## src/hw/rtl/rbvi_pkg.sv

```systemverilog
// Shared types, constants and helpers of the rigid body velocity integrator.
`default_nettype none
package rbvi_pkg;

  localparam int unsigned CfgW   = 31;
  localparam int unsigned DataW  = 32;
  localparam int unsigned IdxW   = 3;
  localparam int unsigned QDepth = 2;
  localparam int unsigned QPtrW  = $clog2(QDepth);
  localparam int unsigned QCntW  = $clog2(QDepth + 1);

  // input kind codes
  localparam logic [1:0] KIND_TICK   = 2'd0;
  localparam logic [1:0] KIND_FORCE  = 2'd1;
  localparam logic [1:0] KIND_TORQUE = 2'd2;

  // configuration register indexes
  localparam logic [IdxW-1:0] REG_MASS  = 3'd0;
  localparam logic [IdxW-1:0] REG_FRIC  = 3'd1;
  localparam logic [IdxW-1:0] REG_LDRAG = 3'd2;
  localparam logic [IdxW-1:0] REG_ADRAG = 3'd3;
  localparam logic [IdxW-1:0] REG_GRAV  = 3'd4;
  localparam logic [IdxW-1:0] REG_DT    = 3'd5;

  localparam logic [CfgW-1:0] MASS_RST = 31'd65536;
  localparam logic [CfgW-1:0] DT_RST   = 31'd1092;
  localparam logic [63:0]     REST_SQ  = 64'd429497;
  localparam logic [16:0]     QONE     = 17'h10000;

  // classified operation carried through the queue
  typedef enum logic [1:0] {
    OP_TICK,
    OP_FORCE,
    OP_TORQUE
  } op_t;

  typedef struct packed {
    op_t                     op;
    logic                    on_ground;
    logic signed [DataW-1:0] vx;
    logic signed [DataW-1:0] vy;
    logic signed [DataW-1:0] vz;
  } item_t;

  typedef struct packed {
    logic [CfgW-1:0] mass;
    logic [CfgW-1:0] fric;
    logic [CfgW-1:0] ldrag;
    logic [CfgW-1:0] adrag;
    logic            grav;
    logic [CfgW-1:0] dt;
  } cfg_t;

  typedef struct packed {
    logic        start;
    logic [63:0] dividend;
    logic [31:0] divisor;
  } div_req_t;

  typedef struct packed {
    logic        done;
    logic [63:0] quotient;
  } div_rsp_t;

  // magnitude of a signed word, 2^31 included
  function automatic logic [31:0] abs32(input logic signed [31:0] v);
    return v[31] ? 32'(-v) : 32'(v);
  endfunction

  // clamp to the signed 32-bit range
  function automatic logic signed [31:0] sat66(input logic signed [65:0] v);
    if (v > 66'sd2147483647) return 32'sh7fffffff;
    else if (v < -66'sd2147483648) return 32'sh80000000;
    else return v[31:0];
  endfunction

endpackage
`default_nettype wire

```

## src/hw/rtl/rbvi_div.sv

```systemverilog
// Restoring divider, 64-bit dividend by 32-bit divisor, one bit a cycle.
`default_nettype none
module rbvi_div import rbvi_pkg::*; (
  input  logic     clk,
  input  logic     rst_n,
  input  div_req_t req,
  output div_rsp_t rsp
);

  logic [31:0] rem_r;
  logic [63:0] quo_r;
  logic [31:0] dvs_r;
  logic [5:0]  cnt_r;
  logic        busy_r;
  logic        done_r;
  logic [32:0] sh;
  logic [32:0] diff;
  logic        ge;

  // one shift-subtract step
  assign sh   = {rem_r, quo_r[63]};
  assign diff = sh - {1'b0, dvs_r};
  assign ge   = (sh >= {1'b0, dvs_r});

  always_ff @(posedge clk) begin
    if (!rst_n) begin
      busy_r <= 1'b0;
      done_r <= 1'b0;
      cnt_r  <= '0;
    end else begin
      done_r <= 1'b0;
      if (req.start) begin
        busy_r <= 1'b1;
        cnt_r  <= '0;
      end else if (busy_r) begin
        cnt_r <= cnt_r + 1'b1;
        if (cnt_r == 6'd63) begin
          busy_r <= 1'b0;
          done_r <= 1'b1;
        end
      end
    end
  end

  // datapath
  always_ff @(posedge clk) begin
    if (req.start) begin
      quo_r <= req.dividend;
      rem_r <= '0;
      dvs_r <= req.divisor;
    end else if (busy_r) begin
      rem_r <= ge ? diff[31:0] : sh[31:0];
      quo_r <= {quo_r[62:0], ge};
    end
  end

  assign rsp.done     = done_r;
  assign rsp.quotient = quo_r;

endmodule
`default_nettype wire

```

## config.mk

```make
export PLATFORM = sky130hd
export DESIGN_NAME = rbvi_div
export DESIGN_NICKNAME = d
export VERILOG_FILES = /design/src/hw/rtl/rbvi_pkg.sv /design/src/hw/rtl/rbvi_div.sv
export SDC_FILE = /design/constraint.sdc
export NUM_CORES = 1
export LEC_CHECK = 0
export BUFFER_PORTS_ARGS = -buffer_cell sky130_fd_sc_hd__buf_2
export CORE_MARGIN = 1.5
export CORE_UTILIZATION = 50
export CTS_BUF_LIST = sky130_fd_sc_hd__clkbuf_8 sky130_fd_sc_hd__clkbuf_16
export CTS_CLUSTER_DIAMETER = 120
export DETAILED_ROUTE_END_ITERATION = 8
export GPL_TIMING_DRIVEN = 0
export PLACE_DENSITY = 0.74
export SETUP_SLACK_MARGIN = 0.1
export SLEW_MARGIN = 20
export SYNTH_ARGS = -nofsm -noshare
export SYNTH_HDL_FRONTEND = slang
export SYNTH_SLANG_ARGS = --single-unit
```

## constraint.sdc

```tcl
create_clock -name clk -period 3 [get_ports clk]
set_clock_uncertainty 0.15 [all_clocks]
set_input_delay 0.45 -clock clk [delete_from_list [all_inputs] [get_ports clk]]
set_output_delay 0.45 -clock clk [all_outputs]
set_load 0.1 [all_outputs]
```

---- After elaboration in Yosys (flattened, before gate mapping) ----
Index checks and enable logic that the tools add are counted.
storage, ports and cells
  bits in registers ....................... 136
  input port bits ......................... 99
  output and inout port bits .............. 65
  logic and storage cells ................. 22
cells by class
  add/subtract/negate cells ............... 2
  magnitude comparators ................... 1
  equal/unequal tests ..................... 1
  mux-type cells .......................... 7
  bitwise logic cells ..................... 2
  reductions and logical operators ........ 3
operator list
  kind                 count
  $mux 64              2
  $ge 33x32->1         1
  $mux 32              1
  $sub 32x32->32       1
  $add 6x1->6 const B  1
  $eq 6x6->1 const B   1
  $mux 1               4
  $reduce_or 3->1      1
  $not 1->1            2
  $reduce_bool 2->1    1
  $reduce_or 2->1      1

---- Depth between registers and ports, before layout ----
  depth after elaboration ................. 4
  gate-level depth with buffers ........... 13
  depth with buffers taken out ............ 11

---- Worst setup path before layout ----
OpenSTA, ideal clock, no wires.
  path type ............................... reg-to-reg
  from .................................... reg quo_r[63]
  to ...................................... reg rem_r[28]
  library setup time ...................... 70 ps
  data arrival time ....................... 3162 ps
  data required time ...................... 2780 ps
  setup slack ............................. -383 ps
  cell stages (with the launch flop) ...... 12
  buffers on the path ..................... 0
  period minus slack after synthesis ...... 3383 ps
  path through ............................ edfxtp_1 > inv_1 > ha_1 > fa_1 > nand2b_1 > a21oi_1 > o21ai_2 > o211ai_1 > a21oi_1 > a21oi_1 > mux2_2 > a21oi_1
on the way
  cells in the longest elaborated chain, start to end .. 2
  elaborated cells between the ends (all ways) .. 3
  classes of those cells .................. add/sub: 1; order compare: 1; mux: 1
ends and longest elaborated chain
  item                                            RTL line                        RTL
  start, declared                                 rbvi_div.sv:11                  logic [63:0] quo_r;
  start signal, assigned                          rbvi_div.sv:48                  quo_r <= req.dividend;
  start signal, assigned                          rbvi_div.sv:53                  quo_r <= {quo_r[62:0], ge};
  $sub 32x32->32 or $ge 33x32->1 (tied branches)  rbvi_div.sv:22, rbvi_div.sv:23
  $mux 32 *                                       rbvi_div.sv:52                  rem_r <= ge ? diff[31:0] : sh[31:0];
  end signal, assigned                            rbvi_div.sv:52
  end, declared                                   rbvi_div.sv:10                  logic [31:0] rem_r;
Mark *: on every way between the ends. The rest lies on a longest branch, timed or not.
A chain may end at the register's enable or synchronous reset.

---- Final worst setup path ----
  from .................................... reg dvs_r[2]
  to ...................................... reg rem_r[28]
on the way
  cells in the longest elaborated chain, start to end .. 2
  elaborated cells between the ends (all ways) .. 3
  classes of those cells .................. add/sub: 1; order compare: 1; mux: 1
ends and longest elaborated chain
  item                                            RTL line                        RTL
  start, declared                                 rbvi_div.sv:12                  logic [31:0] dvs_r;
  start signal, assigned                          rbvi_div.sv:50                  dvs_r <= req.divisor;
  $sub 32x32->32 or $ge 33x32->1 (tied branches)  rbvi_div.sv:22, rbvi_div.sv:23
  $mux 32 *                                       rbvi_div.sv:52
Marked as above.

==> key figures <==
Global route
  – Global-route wire length before repair: 29300 microns
  – GR Util met2: 39.3%
  – Vias in the first global route: about 5.9k
  – Met3 usage: 7.86%
  – Initial antenna violation count: 0
  – Overall Global Routing Usage: 23.7%
  – Grt met1 use: 29.6%
  – Top Usage Layer GRT: met2
  – Global route overflow: 0
  – Largest net degree at the start of global routing: 38

Clock tree
  – Clock-pin slew of the registers on the worst-case setup and hold paths: 0.06 ns
  – CTS tree: built
  – # clock sinks: 136
  – Hold buffers post-CTS: 0
  – CTS Root Buffer Type: clkbuf_16
  – Longest Clk Path Bufs: 2
  – Clock latency on the worst-skew pair: approximately 0.42 ns
  – CTS buffer count: 17
  – H-tree depth: 4

STA
  – Final Hold Viols: 0
  – Worst Tran Pin Value: 0.791 ns
  – Total negative setup slack: 0 ns
  – Fmax: 0.345 GHz
  – Slew Viols, Final: 0
  – Slew headroom: approximately 47%
  – Setup violators final: 0
  – Final Cycle Share: 96.7%
  – Post-route minimum period: 2.90 ns
  – Final worst slack: 0.0992 ns
  – RSZ-0062 raised after global routing: true

Worst hold path
  – Min-Delay Path Class: in -> reg

Finish
  – Layout cells sized above 1: 38.6%
  – Area added between synthesis and finish: 27.9%
  – Filler instances: around 1.2k
  – Layout Nets: a little over 1k
  – Ant. Diodes: 0

Floorplan
  – Rows: 44
  – Die X: around 120 microns
  – Core area: 0.0145 sq mm
  – Die area: between 0.015 and 0.02 sq mm
  – I/O pin total: 164
  – Initial Util: between 50% and 60%
  – Die Height: between 100 and 150 microns

Synth
  – YS warnings: 0
  – Number of flops mapped to enable cells by yosys: 96
  – Syn Inst Count: 683
  – Distinct cell type count after synthesis: 72
  – Cell area after synthesis: between 0.007 and 0.008 sq mm
  – Mapped Nets: slightly above 800
  – Ys flop type: edfxtp_1
  – Share of flip-flops with an asynchronous set or reset: 0%
  – Number of synthesized register bits: 136
  – Synthesized area per cell: 10.9 sq um
  – Post-synthesis sequential area ratio: 49.6%

Place
  – GP Congestion: about 0.86
  – HPWL after DPL: approximately 13000 microns
  – DP Worst Slack: 0.0478 ns
  – # port buffers: 163

Setup path
  – Critical Path Start Type: register
  – CP max FO: 9
  – Worst Path Arrival: 3.10 ns
  – Req. time, crit path: between 3 and 4 ns
  – CP Class: reg -> reg
  – CP max-delay cell: ha_1
  – Element type at the critical path end: register
  – Worst-path cell chain: inv_1 -> ha_1 -> nand3_1 -> o21ba_4 -> o2111ai_2 -> o211a_1 -> o2111a_1 -> buf_6 -> or3_1 -> mux2_4 -> a21oi_2
  – Max stage delay on crit path: between 0.3 and 0.4 ns

Power and ir drop
  – Overall Power: 6.44 mW
  – Leakage: 3.90 nW
  – Peak supply drop: 528 uV
  – Pwr per Cell Area: 678 mW/mm^2

Drt
  – DR vias/cell: between 5 and 6
  – Post-route ant nets: 0
  – DR vias: 6072
  – DRT iter0 DRCs: 370
  – WL/cell: between 15 and 20 microns
  – Routed Wire Length: 18600 microns
  – DRC violations left: 0
  – Drt first pass iters: 6

Job
  – Max cap viols: 0

Outcome
  – Status: finished, final reports clean
[area by class of cell]
type                    instances  area, sq um  area share (%)
clock buffers                  17          425            4.48
inverters                      49          184            1.94
flip-flops and latches        136         3680            38.8
well taps                     184          230            2.42
repair buffers                174          911            9.59
plain buffers                  32          259            2.73
clock inverters                15          176            1.86
multi-input cells             466         3630            38.2
[per-layer routing]
metal	part of all wire, %	vias to the layer above
li1	-	2916
met4	1.4	0
met1	43	2922
met2	48	213
met3	7.5	21
met5	0	-
[worst paths after layout]
check,startpoint,end,slack (ns),depth (start not counted)
worst max-delay path,dvs_r[2]$_DFFE_PP_,rem_r[28]$_SDFFE_PP0P_,0.1,11
worst min-delay path,req[31],dvs_r[31]$_DFFE_PP_,0.05,1
worst max register to register,dvs_r[2]$_DFFE_PP_,rem_r[28]$_SDFFE_PP0P_,0.1,11
worst min register to register,cnt_r[5]$_SDFFE_PP0P_,done_r$_SDFF_PP0_,0.34,2
[synth_stat cells (4+ instances only)]
cell	instances	area (sq um)
a211oi_1	4	30.0
a21o_1	6	45.0
a21oi_1	35	175
a311oi_1	23	201
a31oi_1	5	31.3
and3_1	5	31.3
buf_2	8	40.0
buf_6	4	45.0
clkbuf_1	16	60.1
dfxtp_1	40	801
edfxtp_1	96	2880
ha_1	33	413
inv_1	49	184
mux2_2	65	732
nand2_1	72	270
nand2b_1	6	37.5
nand3_1	11	55.1
nand4_1	8	50.1
nor2_1	52	195
nor2b_1	4	25.0
nor3_1	6	30.0
nor3b_1	5	37.5
o211ai_1	6	45.0
o21a_1	6	45.0
o21ai_0	21	105
o21bai_1	4	30.0
or3_1	7	43.8
xnor2_1	15	131
xor2_1	7	61.3
[metrics by stage]
stage	cell area (sq um)	hold WS [ns]	std cells	utilization (%)
global route	9500	0.0274	1073	65.4
finish	9500	0.0481	1073	65.4
floorplan	7500	0.295	683	-
global placement	8550	0.311	1030	58.8
detailed placement	8580	0.325	1031	59.0
CTS	9240	0.0233	1067	63.6
[placed cells by master (no fill, tap or decap), types with 14 or more instances in the layout]
| master | Yosys | routed |
|---|---|---|
| buf_2 | 8 | 163 |
| dfxtp_1 | 40 | 39 |
| a21oi_1 | 35 | 30 |
| clkbuf_16 | 0 | 17 |
| nand2_1 | 72 | 71 |
| edfxtp_1 | 96 | 96 |
| mux2_2 | 65 | 63 |
| a311oi_1 | 23 | 20 |
| inv_1 | 49 | 51 |
| clkbuf_1 | 16 | 14 |
| ha_1 | 33 | 21 |
| nor2_1 | 52 | 51 |
| xnor2_1 | 15 | 15 |
[what timing repair did]
action | CTS | global route
resized for setup | 9 | 51
setup endpoints to repair | 3 | 33
pin swaps | 3 | 21
setup buffers | 4 | 5
gates cloned | 0 | 1
[power by group]
group / leakage [nW] / internal [mW] / switching, mW
clock network: 0.291 / 1.31 / 0.839
registers: 1.29 / 2.22 / 0.103
logic: 2.33 / 0.616 / 1.36
total: 3.90 / 4.14 / 2.30
[kinds of logic after synthesis]
logic type | after synthesis | synth area share [%]
simple gates | 195 | 12.4
compound gates | 147 | 14.2
flops | 136 | 49.6
buf+inv | 81 | 5.09
mux | 68 | 10.3
fa+ha+maj | 34 | 5.83
xor+xnor | 22 | 2.59
[critical path, delay by kind of cell, from the launching register on]
kind,cells,cell delay [ns]
muxes,1,0.28
and+or+nand+nor,2,0.51
AOI/OAI and AO/OA,5,0.97
DFF,1,0.33
buffers and inverters,2,0.19
adders and majority gates,1,0.38
[sequential cells by signal, summed over array words and instances, names as in the netlist]
name	flops
cnt_r	6
done_r	1
rem_r	32
busy_r	1
quo_r	64
dvs_r	32
Note: power is estimated with default switching activity, not from simulation.
