==> src/hw/rtl/rbvi_pkg.sv <==
// Shared types, constants and helpers of the rigid body velocity integrator.
`default_nettype none
package rbvi_pkg;

  localparam int unsigned CfgW   = 31;
  localparam int unsigned DataW  = 32;
  localparam int unsigned IdxW   = 3;
  localparam int unsigned QDepth = 2;
  localparam int unsigned QPtrW  = $clog2(QDepth);
  localparam int unsigned QCntW  = $clog2(QDepth + 1);

  // input kind codes
  localparam logic [1:0] KIND_TICK   = 2'd0;
  localparam logic [1:0] KIND_FORCE  = 2'd1;
  localparam logic [1:0] KIND_TORQUE = 2'd2;

  // configuration register indexes
  localparam logic [IdxW-1:0] REG_MASS  = 3'd0;
  localparam logic [IdxW-1:0] REG_FRIC  = 3'd1;
  localparam logic [IdxW-1:0] REG_LDRAG = 3'd2;
  localparam logic [IdxW-1:0] REG_ADRAG = 3'd3;
  localparam logic [IdxW-1:0] REG_GRAV  = 3'd4;
  localparam logic [IdxW-1:0] REG_DT    = 3'd5;

  localparam logic [CfgW-1:0] MASS_RST = 31'd65536;
  localparam logic [CfgW-1:0] DT_RST   = 31'd1092;
  localparam logic [63:0]     REST_SQ  = 64'd429497;
  localparam logic [16:0]     QONE     = 17'h10000;

  // classified operation carried through the queue
  typedef enum logic [1:0] {
    OP_TICK,
    OP_FORCE,
    OP_TORQUE
  } op_t;

  typedef struct packed {
    op_t                     op;
    logic                    on_ground;
    logic signed [DataW-1:0] vx;
    logic signed [DataW-1:0] vy;
    logic signed [DataW-1:0] vz;
  } item_t;

  typedef struct packed {
    logic [CfgW-1:0] mass;
    logic [CfgW-1:0] fric;
    logic [CfgW-1:0] ldrag;
    logic [CfgW-1:0] adrag;
    logic            grav;
    logic [CfgW-1:0] dt;
  } cfg_t;

  typedef struct packed {
    logic        start;
    logic [63:0] dividend;
    logic [31:0] divisor;
  } div_req_t;

  typedef struct packed {
    logic        done;
    logic [63:0] quotient;
  } div_rsp_t;

  // magnitude of a signed word, 2^31 included
  function automatic logic [31:0] abs32(input logic signed [31:0] v);
    return v[31] ? 32'(-v) : 32'(v);
  endfunction

  // clamp to the signed 32-bit range
  function automatic logic signed [31:0] sat66(input logic signed [65:0] v);
    if (v > 66'sd2147483647) return 32'sh7fffffff;
    else if (v < -66'sd2147483648) return 32'sh80000000;
    else return v[31:0];
  endfunction

endpackage
`default_nettype wire

==> src/hw/rtl/rbvi_fifo.sv <==
// Short queue between front and back end.
`default_nettype none
module rbvi_fifo import rbvi_pkg::*; (
  input  logic  clk,
  input  logic  rst_n,
  input  logic  push,
  input  item_t push_item,
  output logic  full,
  input  logic  pop,
  output logic  valid,
  output item_t pop_item
);

  item_t            ent_r [QDepth];
  logic [QPtrW-1:0] wr_r;
  logic [QPtrW-1:0] rd_r;
  logic [QCntW-1:0] cnt_r;

  assign full     = (cnt_r == QCntW'(QDepth));
  assign valid    = (cnt_r != '0);
  assign pop_item = ent_r[rd_r];

  // pointers and fill count
  always_ff @(posedge clk) begin
    if (!rst_n) begin
      wr_r  <= '0;
      rd_r  <= '0;
      cnt_r <= '0;
    end else begin
      if (push) wr_r <= (wr_r == QPtrW'(QDepth - 1)) ? '0 : wr_r + 1'b1;
      if (pop)  rd_r <= (rd_r == QPtrW'(QDepth - 1)) ? '0 : rd_r + 1'b1;
      if (push && !pop)      cnt_r <= cnt_r + 1'b1;
      else if (pop && !push) cnt_r <= cnt_r - 1'b1;
    end
  end

  // entry storage
  always_ff @(posedge clk) begin
    if (push) ent_r[wr_r] <= push_item;
  end

endmodule
`default_nettype wire

==> config.mk <==
export PLATFORM = sky130hd
export DESIGN_NAME = rbvi_fifo
export DESIGN_NICKNAME = d
export VERILOG_FILES = /design/src/hw/rtl/rbvi_pkg.sv /design/src/hw/rtl/rbvi_fifo.sv
export SDC_FILE = /design/constraint.sdc
export NUM_CORES = 1
export LEC_CHECK = 0
export BUFFER_PORTS_ARGS = -buffer_cell sky130_fd_sc_hd__buf_2
export CORE_MARGIN = 2
export CORE_UTILIZATION = 35
export DETAILED_ROUTE_END_ITERATION = 7
export GPL_TIMING_DRIVEN = 0
export SLEW_MARGIN = 20
export SYNTH_ARGS = -nofsm -noshare
export SYNTH_HDL_FRONTEND = slang
export SYNTH_SLANG_ARGS = --single-unit
==> constraint.sdc <==
create_clock -name clk -period 7 [get_ports clk]
set_input_delay 1.4 -clock clk [delete_from_list [all_inputs] [get_ports clk]]
set_output_delay 1.4 -clock clk [all_outputs]
set_load 0.01 [all_outputs]
## Word level (Yosys, flattened, before mapping)

Memory sizes are Yosys's and may differ from the RTL's. A register that Yosys moved wholly into a read port is not among the register bits.
Index checks and enable logic that the tools add are counted.

- Reduce and logical (&&, ||, !) cells: 6
- Equality and inequality tests: 1
- Add/sub/neg operators: 4
- Multiplexer cells: 8

Operators with widths:

| operator | count |
|---|---|
| two-way mux 1 bit | 6 |
| two-way mux 2 bit | 2 |
| nonzero test 2 bit | 2 |
| adder 1 bit (second input constant) | 2 |
| adder 2 x 1 -> 2 bit (second input constant) | 1 |
| == test 2 bit (second input constant) | 1 |
| logical AND 1 bit | 2 |
| logical NOT 1 bit | 2 |
| subtractor 2 x 1 -> 2 bit (second input constant) | 1 |

- Bits in registers: 4
- Memory bits (writable): 198
- Output and inout port bits: 101
- Bits of input ports: 103
- Memories: 1

Memories:

| name | depth | bits a word | rd ports | clocked after Yosys merged registers in | write ports | RTL line | text |
|---|---|---|---|---|---|---|---|
| ent_r | 2 | 99 | 1 | 1 | 1 | rbvi_fifo.sv:14 | `item_t ent_r [QDepth];` |

## Depth between registers and ports, before layout

Gate-level depths: netlist of run 1.

- Depth in word-level cells: 4
- Depth in mapped cells: 5

## Least setup slack after synthesis of run 1

Ideal clock, no wire load.

- Kind: in2reg
- Start point: input port push
- End point: memory ent_r[0][0] (netlist name), enable pin
- Setup time: 0.570 ns
- Stages on the path: 1
- Arrival time: 5.740 ns
- Buffers on the path: 0
- Data required time: 6.430 ns
- Slack: 0.690 ns
- Path through: nor2b_1

- Word-level cells in the longest chain between the ends: 2

RTL lines:

| item | RTL line | text |
|---|---|---|
| start, declared | rbvi_fifo.sv:6 | `input logic push,` |
| two-way mux 1 bit | rbvi_fifo.sv:39 | `if (push) ent_r[wr_r] <= push_item;` |
| two-way mux 1 bit (implied by the code) | rbvi_fifo.sv:39 |  |
| end, declared | rbvi_fifo.sv:14 |  |

No other way between the ends.

==> summary.md, run 1 <==
| Metric | Value |
|---|---|
| Run status | completed |
| Total Nets Final | around 670 |
| Number of cells on the worst reg-to-reg path | 2 |
| Die Span X | between 100 and 150 µm |
| First-pass GRT wire length | about 21000 µm |
| Number of global-route vias before repair | 4110 |
| Area growth from synthesis to layout | 28.90% |
| Net switching share of the total power | around a fifth |
| Fraction of post-synthesis cell area in the top cell type by area | around 80% |
| Post-detailed-route via-to-cell ratio | 4.511 |
| Worst reg2reg setup slack | between 5 and 6 ns |
| Setup violation total in the final timing report | 0 |
| Die footprint | about 0.022 mm² |
| Number of instances in the synthesized netlist | between 300 and 400 |
| Final Routed Wirelength | between 10000 and 15000 µm |
| Clk pin slew, worst setup/hold paths | 0.06 ns |
| Unique cell type count in the Yosys netlist | 17 |
| Number of routed nets with antenna violations | 0 |
| Number of nets in the synthesized netlist | approximately 430 |
| Cells after DPL | around 810 |
| Initial antenna violation count | 0 |
| Internal | 2157 µW |
| Endpoint of the lowest-slack register-to-register path | ent_r[1][41] |
| Static Leak | about 0.0036 µW |
| Cell area after synthesis | about 0.0074 mm² |
| WS Path Type | reg -> out |
| Setup repair after global routing missed its margin | false |
| Clock tree sinks | 203 |
| Largest buffer count on any clock path | 3 |
| Avg Inst Size Synth | ~22 µm² |
| Count of input and output buffers | just over 200 |
| Root buffer cell | clkbuf_16 |
| Max-Cap Viols | 0 |
| Crit path time final | ~3.2 ns |
| Area inside the core boundary | ~0.021 mm² |
| Pins over their slew limit | 0 |
| Min-delay worst type | reg -> reg |
| Share of final-layout standard cells stronger than drive strength 1 | 61.15% |
| Maximum vdd drop | roughly 0.00017 V |
| Critical Path End Type | output port |
| Portion of total power attributed to the clock network | ~38% |
| Switching power of the nets | 577.1 µW |
| Proportion of power drawn by flip-flops and latches | 51.9% |
| Total via count in the routed design | between 3k and 4k |
| Worst setup timing slack at the placement stage | between 3 and 4 ns |
| Fraction of power consumed by combinational cells | a little over a tenth |
| Worst hold-check slack | 0.5327 ns |
| Sequential area share after synthesis | 81.80% |
| Detailed-placement wirelength estimate | roughly 9500 µm |
| Maximum clock frequency | between 300 and 400 MHz |
| Area of all placed cells without fillers | 0.009527 mm² |
| Cell types occupying the most area after synthesis | edfxtp_1, mux2_2, mux2_4, dfxtp_1, buf_2 |
| Clock skew | between 0.007 and 0.008 ns |
| Critical Path Fanout Max | 10 |
| Power per unit of standard cell area | between 200 and 300 mW/mm² |
| Count of TritonRoute iterations in the first routing pass | 6 |
| DR iter-0 viols | between 100 and 150 |
| Terminating pin of the worst hold path | cnt_r[1] |
| WP data required | about 5.6 ns |
| Number of post-CTS setup repair buffers | 0 |
| Total placed instance area | between 0.008 and 0.009 mm² |
| Top-level port count | 204 |
| Number of standard cells in the final layout excluding fillers | roughly 850 |
| # DRC | 0 |
| Part of the cycle the worst path needs | between 40% and 50% |
| Instance count along the most critical hold path | 2 |
| Final hold vios | 0 |
| Worst R2R Start | wr_r |
| DR WL/cell | about 16 µm |
| Top cell type by total area after synthesis | edfxtp_1 |
| Number of synthesis warnings | 0 |
| Clock network latency to the later pin of the worst-skew pair | 0.48 ns |
| Clock buffer count from CTS | 21 |
| Count of hold buffers inserted by post-cts repair | 0 |
| Tightest slew margin relative to the limit | approximately half |
| Synthesized flop and latch total | just over 200 |
| Transition at the pin with the smallest max-transition slack | roughly 0.76 ns |
| GPL Wtd Cong | between 0.7 and 0.8 |
| Core Rows | between 50 and 60 |
| Category of the worst setup path launch point | register |
| Total global routing overflow | 0 |
| Data arrival at the endpoint of the critical path | 1.80 ns |
| Post-cts repair resize count | 0 |
| Core utilization of the finished layout | around 46% |
| CTS tree | done |
| H-tree levels | 1 |
| Setup ws final | 3.805 ns |
| Number of antenna diodes | 0 |
| Chip height | roughly 150 µm |
| Largest net degree at the start of global routing | 52 |
| Total Routing Usage GR | roughly an eighth |
| Worst hold start | cnt_r[1] |
| Effective utilization at floorplan | a little over a third |
metal layers:
metal  track usage [%]  wire length [µm]
met3             3.150              1080
met4             4.095               362
met2             20.92              6797
met1             14.54              5580
met5                 0                 0
layout make-up:
class | instances | area, µm²
clock inverters | 7 | 60.06
flip-flops and latches | 203 | 6046
repair buffers | 208 | 1146
plain buffers | 11 | 73.82
multi-input cells | 115 | 1277
inverters | 1 | 3.754
fillers | 1849 | 11360
clock buffers | 29 | 575.6
well taps | 275 | 344.1
cells by family (layout without fill, tap and decap cells):
family,after synthesis,after routing,synth area share [%]
compound gates,3,3,0.2709
xor+xnor,3,3,0.3556
fa+ha+maj,1,1,0.1693
flops,203,203,81.80
mux,99,99,15.59
buf+inv,12,256,1.050
simple gates,9,9,0.7619
critical path, stage by stage (launching register included):
cell and delay (ns):
dfxtp_1 0.32, buf_6 0.16, buf_6 0.18, buf_6 0.19, mux2_4 0.32, buf_2 0.14
power by group through the flow:
| stage | combinational (µW) | sequential, µW | clock (µW) |
|---|---|---|---|
| after global routing | 316 | 1420 | 1110 |
| after CTS | 297 | 1420 | 1070 |
| final | 290 | 1420 | 1030 |
| after detailed placement | 296 | 1450 | 0 |
| after floorplan | 161 | 1450 | 0 |
| after global placement | 277 | 1450 | 0 |
cells in the final DEF (no fill, tap or decap), drive strengths merged:
master | Yosys | final
buf | 11 | 219
edfxtp | 198 | 198
mux2 | 99 | 99
clkbuf | 0 | 29
clkinv | 0 | 6
dfxtp | 5 | 5
and2 | 4 | 4
nor2b | 3 | 3
xor2 | 2 | 2
or2 | 1 | 1
inv | 1 | 1
xnor2 | 1 | 1
o21a | 1 | 1
o21ai | 1 | 1
or3 | 1 | 1
a21boi | 1 | 1
ha | 1 | 1
bufinv | 0 | 1
registers in the layout, summed over array words and instances (netlist names), named ones only:
| signal | count |
|---|---|
| cnt_r | 2 |
| ent_r | 198 |
| rd_r | 1 |
| wr_r | 1 |
metrics by stage:
stage                     power, µW  TNS, ns
after floorplan                1608        0
after global placement         1731  -184.60
after detailed placement       1741        0
after CTS                      2785        0
after global routing           2852        0
final                          2734        0
synthesized netlist by cell type:
master / number
mux2_2: 89
ha_1: 1
and2_1: 4
o21a_1: 1
mux2_4: 10
or3_1: 1
xor2_1: 2
dfxtp_1: 5
inv_1: 1
or2_2: 1
xnor2_1: 1
buf_2: 8
o21ai_0: 1
nor2b_1: 3
edfxtp_1: 198
buf_6: 3
a21boi_1: 1
worst max path at each step:
| stage | to | startpoint | cells after the start |
|---|---|---|---|
| 2_1_floorplan | ent_r[0][0] | push | 1 |
| 4_1_cts | pop_item[57] | register | 4 |
| 3_5_place_dp | ent_r[0][69] | push | 4 |
| 5_1_grt | pop_item[57] | register | 4 |
| 3_3_place_gp | ent_r[0][75] | push | 2 |
| 6_report | pop_item[72] | register | 5 |
(Power assumes the default switching activity.)
==> inputs of run 2 (changes only) <==
clock period = 2.6 ns   (was 7 ns; I/O delays follow)
==> run 2 against run 1 <==
  * Largest cell class unchanged
  * Wire length up 0.48%
  * Sequential share of layout area fell by 0.15 points
  * Core utilization rose by 0.11 points
  * Cell count is 0.47% higher
  * Critical path depth unchanged
==> summary.md, run 2 (same netlist as run 1, synthesis figures left out) <==
| Metric | Value |
|---|---|
| Count of input and output buffers | 203 (unchanged) |
| WS Path Type | reg -> out |
| DR WL/cell | 16.28 µm (about the same) |
| # DRC | 0 (unchanged) |
| Tightest slew margin relative to the limit | 51.78% (+2.6 points) |
| Number of flip-flops under the largest register name | 198 (unchanged) |
| Total area of multi-input combinational cells | 0.001277 mm² (unchanged) |
| Crit path time final | between 2 and 2.5 ns |
| Largest net degree at the start of global routing | 52 (unchanged) |
| Number of cells on the worst reg-to-reg path | 2 (unchanged) |
| Maximum vdd drop | 0.0006091 V (+250%) |
| DR iter-0 viols | 101 (-20%) |
| Setup ws final | 0.3045 ns (-3.500 ns) |
| Transition at the pin with the smallest max-transition slack | 0.7234 ns (-0.03726 ns) |
| CTS tree | done |
| Number of global-route vias before repair | 4105 (-0.12%) |
| Most frequent cells in the layout | buf_2, edfxtp_1, mux2_2 |
| Effective utilization at floorplan | 35.38% (unchanged) |
| Clock tree sinks | 203 (unchanged) |
| Data arrival at the endpoint of the critical path | 1.78 ns (-0.02 ns) |
| Run status | completed |
| Area growth from synthesis to layout | 29.20% |
| Area of all placed cells without fillers | 0.009549 mm² (+0.24%) |
| Maximum clock frequency | approximately 440 MHz |
| Power per unit of standard cell area | 780.7 mW/mm² (+170%) |
| Post-detailed-route via-to-cell ratio | 4.487 (-0.55%) |
| GPL Wtd Cong | 0.6585 (-6.6%) |
| Setup violation total in the final timing report | 0 (unchanged) |
| Final hold vios | 0 (unchanged) |
| Total Nets Final | 666 (+0.15%) |
| Detailed-placement wirelength estimate | 9537 µm (about the same) |
| Top-level port count | 204 (unchanged) |
| Part of the cycle the worst path needs | about nine tenths |
| Worst reg2reg setup slack | 0.86 ns (-4.39 ns) |
| Register with the most flip-flops | ent_r |
| Most common cell after layout, fill and taps aside | buf_2 |
| Clk pin slew, worst setup/hold paths | 0.06 ns (about the same) |
| Count of hold buffers inserted by post-cts repair | 0 (unchanged) |
| Largest regs | ent_r x198, cnt_r x2 |
| Clock skew | 0.01256 ns (+0.005480 ns) |
| Flip-flop and latch area | 0.006046 mm² (unchanged) |
| Max-Cap Viols | 0 (unchanged) |
| Initial antenna violation count | 3 (+3) |
| Critical Path Fanout Max | 10 (unchanged) |
| Die Span X | 149.3 µm (unchanged) |
| Die footprint | 0.02230 mm² (unchanged) |
| Number of post-CTS setup repair buffers | 0 (unchanged) |
| Chip height | 149.3 µm (unchanged) |
| Number of routed nets with antenna violations | 0 (unchanged) |
| Setup repair after global routing missed its margin | false |
| WP data required | 2.08 ns (-3.52 ns) |
| Root buffer cell | clkbuf_16 |
| Total Routing Usage GR | 11.96% (-0.068 points) |
| Critical Path End Type | output port |
| Worst setup timing slack at the placement stage | 0.5834 ns (-3.403 ns) |
| Largest buffer count on any clock path | 3 (unchanged) |
| Count of TritonRoute iterations in the first routing pass | 4 (-2) |
| Core Rows | 53 (unchanged) |
| Total via count in the routed design | 3827 (-0.078%) |
| Total global routing overflow | 0 (unchanged) |
| Clock buffer count from CTS | 22 (+4.8%) |
| Worst hold-check slack | 0.2146 ns (-0.3182 ns) |
| Final Routed Wirelength | 13890 µm (+0.48%) |
| Setup TNS Final | 0 ns (unchanged) |
| Core utilization of the finished layout | 45.71% (+0.11 points) |
| Category of the worst setup path launch point | register |
| Area inside the core boundary | 0.02089 mm² (unchanged) |
| Post-cts repair resize count | 0 (unchanged) |
| Static Leak | 0.003607 µW (about the same) |
| Clock network latency to the later pin of the worst-skew pair | 0.49 ns (about the same) |
| Endpoint of the lowest-slack register-to-register path | ent_r[1][76] |
| Total placed instance area | 0.008876 mm² (-0.17%) |
| Share of final-layout standard cells stronger than drive strength 1 | 60.49% (-0.66 points) |
| Pins over their slew limit | 0 (unchanged) |
| Setup crit end | pop_item[75] |
| Final-layout fill cell count | 1875 (+1.4%) |
| Worst R2R Start | wr_r |
| First-pass GRT wire length | 20980 µm (-0.88%) |
| H-tree levels | 1 (unchanged) |
| Min-delay worst type | in -> reg |
==> run 2: critical path: stages (launching register included) <==
cell     delay, ns
dfxtp_1       0.32
buf_6         0.15
buf_6         0.17
buf_6         0.19
mux2_4        0.31
buf_2         0.14
==> run 2: area by class of cell <==
cell class,instances,share of cell area [%]
antenna,1,0.02621
buffer,11,0.7731
clock buffer,31,6.342
clock inverter,8,0.6813
inverter,1,0.03931
multi-input combinational,115,13.38
sequential,203,63.31
tap,275,3.603
timing repair buffer,208,11.84
==> run 2: power breakdown <==
part / internal (µW) / switching (µW)
combinational: 384 / 393
sequential: 3780 / 38.1
clock: 1720 / 1140
==> run 2: metrics by stage <==
stage | std cells | total power, µW
after floorplan | 330 | 4316
after global placement | 808 | 4636
after detailed placement | 813 | 4683
after CTS | 852 | 7597
after global routing | 852 | 7797
final | 853 | 7455
==> run 2: worst min path at each step <==
stage	end	depth (start not counted)	start
5_1_grt	ent_r[1][87]	1	push_item[87]
2_1_floorplan	cnt_r[1]	2	cnt_r[1]
3_5_place_dp	cnt_r[1]	2	cnt_r[1]
3_3_place_gp	cnt_r[1]	2	cnt_r[1]
4_1_cts	ent_r[1][82]	1	push_item[82]
6_report	ent_r[1][92]	1	push_item[92]
==> run 2: routing by layer <==
layer	wire length (µm)	GRT usage, %	vias to the layer above
met5	28	0	-
met4	288	3.619	4
met3	1166	4.098	30
met2	7086	21.41	143
met1	5318	13.48	1879
li1	-	-	1771
==> inputs of run 3 (changes only) <==
ABC_AREA = 1   (was unset)
TNS_END_PERCENT = 50   (was unset)
==> run 3 against run 2 <==
  * Clock power is essentially flat
  * Count of clock-buffer cells in the layout shrank 5
  * Wire length grew 2.6%
  * Worst setup slack lost 0.043 ns
  * Sequential power is essentially flat
  * Register-to-register slack lost 0.09 ns
  * Sequential share of layout area shrank 0.091 points
  * Critical path type unchanged
==> summary.md, run 3 <==
| Metric | Value |
|---|---|
| Total area of multi-input combinational cells | 0.001257 mm² (-1.6%) |
| Count of input and output buffers | 203 (unchanged) |
| Category of the worst setup path launch point | register |
| Critical Path End Type | output port |
| Crit path time final | 2.338 ns (+0.04297 ns) |
| Number of flip-flops under the largest register name | 198 (unchanged) |
| H-tree levels | 1 (unchanged) |
| Area inside the core boundary | 0.02089 mm² (unchanged) |
| Fraction of post-synthesis cell area in the top cell type by area | 80.35% (-0.095 points) |
| Number of global-route vias before repair | 4184 (+1.9%) |
| Total Routing Usage GR | 12.44% (+0.48 points) |
| Part of the cycle the worst path needs | 89.94% (+1.7 points) |
| Post-synth ARST share | 0% (unchanged) |
| Number of nets in the synthesized netlist | 447 (+3.0%) |
| Cell-by-cell listing of the critical path | buf_6 -> buf_2 -> mux2_2 -> buf_2 |
| Area of all placed cells without fillers | 0.009563 mm² (+0.14%) |
| Setup repair after global routing missed its margin | false |
| Transition at the pin with the smallest max-transition slack | 0.6427 ns (-0.08064 ns) |
| Die footprint | 0.02232 mm² (+0.11%) |
| Count leader, synth | edfxtp_1 |
| Clock tree sinks | 203 (unchanged) |
| Largest net degree at the start of global routing | 58 (+12%) |
| Chip height | 149.4 µm (about the same) |
| Total Nets Final | 680 (+2.1%) |
| Total placed instance area | 0.008895 mm² (+0.21%) |
| Worst stage delay on the critical path | 0.37 ns (+0.05 ns) |
| Pins over their slew limit | 0 (unchanged) |
| Top cell type by total area after synthesis | edfxtp_1 |
| Final-layout fill cell count | 1808 (-3.6%) |
| Root buffer cell | clkbuf_16 |
| Share of final-layout standard cells stronger than drive strength 1 | 59.53% (-0.96 points) |
| Maximum vdd drop | 0.0004653 V (-24%) |
| Setup violation total in the final timing report | 0 (unchanged) |
| Top-level port count | 204 (unchanged) |
| Number of instances in the synthesized netlist | 343 (+3.9%) |
| Synthesized flop and latch total | 203 (unchanged) |
| Number of post-CTS setup repair buffers | 0 (unchanged) |
| Largest regs | ent_r x198, cnt_r x2 |
| Cell area after synthesis | 0.007400 mm² (+0.12%) |
| GPL Wtd Cong | 0.7108 (+7.9%) |
| Initial antenna violation count | 1 (-2) |
| Total via count in the routed design | 3880 (+1.4%) |
| Total chip power | 7371 µW (-1.1%) |
| Sequential area share after synthesis | 81.70% (-0.097 points) |
| Final hold vios | 0 (unchanged) |
| Core Rows | 53 (unchanged) |
| WS Path Type | reg -> out |
| WP data required | 2.08 ns (about the same) |
| Number of synthesized flops with an enable pin | 198 (unchanged) |
| Most frequent cells in the layout | buf_2, edfxtp_1, mux2_2 |
| Max-Cap Viols | 0 (unchanged) |
| Final Routed Wirelength | 14250 µm (+2.6%) |
| Cell types occupying the most area after synthesis | edfxtp_1, mux2_2, mux2_4, dfxtp_1, buf_2 |
| Run status | completed |
| # DRC | 0 (unchanged) |
| Critical path's slowest cell | mux2_2 |
| Setup TNS Final | 0 ns (unchanged) |
| DR iter-0 viols | 133 (+32%) |
| Avg Inst Size Synth | 21.57 µm² (-3.7%) |
| Total global routing overflow | 0 (unchanged) |
| Data arrival at the endpoint of the critical path | 1.82 ns (+0.04 ns) |
| Worst reg2reg setup slack | 0.77 ns (-0.09 ns) |
| Buf/Inv on CP | 3 (-1) |
| Clock skew | 0.01297 ns (+0.0004173 ns) |
| Most common cell after layout, fill and taps aside | buf_2 |
| Tightest slew margin relative to the limit | 57.05% (+5.3 points) |
| Register with the most flip-flops | ent_r |
| Clk pin slew, worst setup/hold paths | 0.06 ns (about the same) |
| Detailed-placement wirelength estimate | 9856 µm (+3.4%) |
| First-pass GRT wire length | 21810 µm (+4.0%) |
| Maximum clock frequency | 427.6 MHz (-1.8%) |
| Most frequent cells after synthesis | edfxtp_1, mux2_2, mux2_4 |
| Largest buffer count on any clock path | 3 (unchanged) |
| Clock network latency to the later pin of the worst-skew pair | 0.50 ns (about the same) |
| Post-detailed-route via-to-cell ratio | 4.470 (-0.37%) |
| Count of TritonRoute iterations in the first routing pass | 4 (unchanged) |
| Area growth from synthesis to layout | 29.24% (about the same) |
| Number of antenna diodes | 0 (-1) |
| Number of synthesis warnings | 0 (unchanged) |
| Effective utilization at floorplan | 35.42% (+0.042 points) |
| Die Span X | 149.4 µm (about the same) |
| Cell repeated most along the worst path | buf_2 |
| Flip-flop and latch area | 0.006046 mm² (unchanged) |
| Unique cell type count in the Yosys netlist | 14 (-3) |
| Post-cts repair resize count | 0 (unchanged) |
| Critical Path Fanout Max | 10 (unchanged) |
| DR WL/cell | 16.41 µm (+0.81%) |
| Number of routed nets with antenna violations | 0 (unchanged) |
| Power per unit of standard cell area | 770.7 mW/mm² (-1.3%) |
| Clock buffer count from CTS | 23 (+4.5%) |
| CTS tree | done |
| CP top delay family | buffers and inverters |
| Min-delay worst type | in -> reg |
| Static Leak | 0.003641 µW (+0.94%) |
| Dominant synthesized flop cell | edfxtp_1 |
| Count of hold buffers inserted by post-cts repair | 0 (unchanged) |
## run 3: final timing paths
kind,startpoint,cells past startpoint,to
worst max register to register,wr_r,4,ent_r[0][86]
worst min register to register,rd_r,2,register
worst max-delay path,register,4,pop_item[52]
worst min-delay path,push_item[7],1,ent_r[0][7]
## run 3: logic make-up after synthesis
logic type,synth area share [%]
adder cells (fa/ha/maj),0.1691
AND/OR/NAND/NOR,1.015
buffers and inverters,1.403
flip-flops,81.70
multiplexers,15.57
AO/OA/AOI/OAI,0.1351
## run 3: through the flow
step	hold slack [ns]	cells	utilization, %	worst slack (ns)
after CTS	0.1829	868	45.78	0.1981
after global placement	0.4801	821	41.97	-1.552
final	0.2031	868	45.78	0.2615
after floorplan	0.4635	343	-	-0.3631
after global routing	0.1846	868	45.78	0.1527
after detailed placement	0.5063	826	42.58	0.3807
## run 3: worst reg2reg max path, cell delays in order, from the launching register on
cell and delay, ns:
dfxtp_1 0.35, nor2_4 0.53, buf_16 0.25, buf_12 0.20, buf_16 0.19
## run 3: area by class of cell
class                      count  share of cell area, %
clock buffer                  26                  6.136
inverter                       8                 0.3663
tap                          275                  3.598
buffer                        11                 0.7719
sequential                   203                  63.22
timing repair buffer         208                  11.91
clock inverter                16                 0.8505
multi-input combinational    121                  13.15
## run 3: per-layer routing
metal / part of all wire, % / GRT usage [%] / vias up / routed length [µm]
met2: 51 / 22.61 / 132 / 7294
met4: 2.2 / 3.238 / 2 / 308
met1: 38 / 13.82 / 1907 / 5424
met5: 0.077 / 0 / - / 11
li1: - / - / 1812 / -
met3: 8.5 / 4.373 / 27 / 1207
## run 3: report_power, final
| part | switching, µW | leakage (µW) | internal, µW |
|---|---|---|---|
| sequential | 36.6 | 0.00190 | 3790 |
| combinational | 366 | 0.00141 | 336 |
| clock | 1230 | 0.000329 | 1620 |
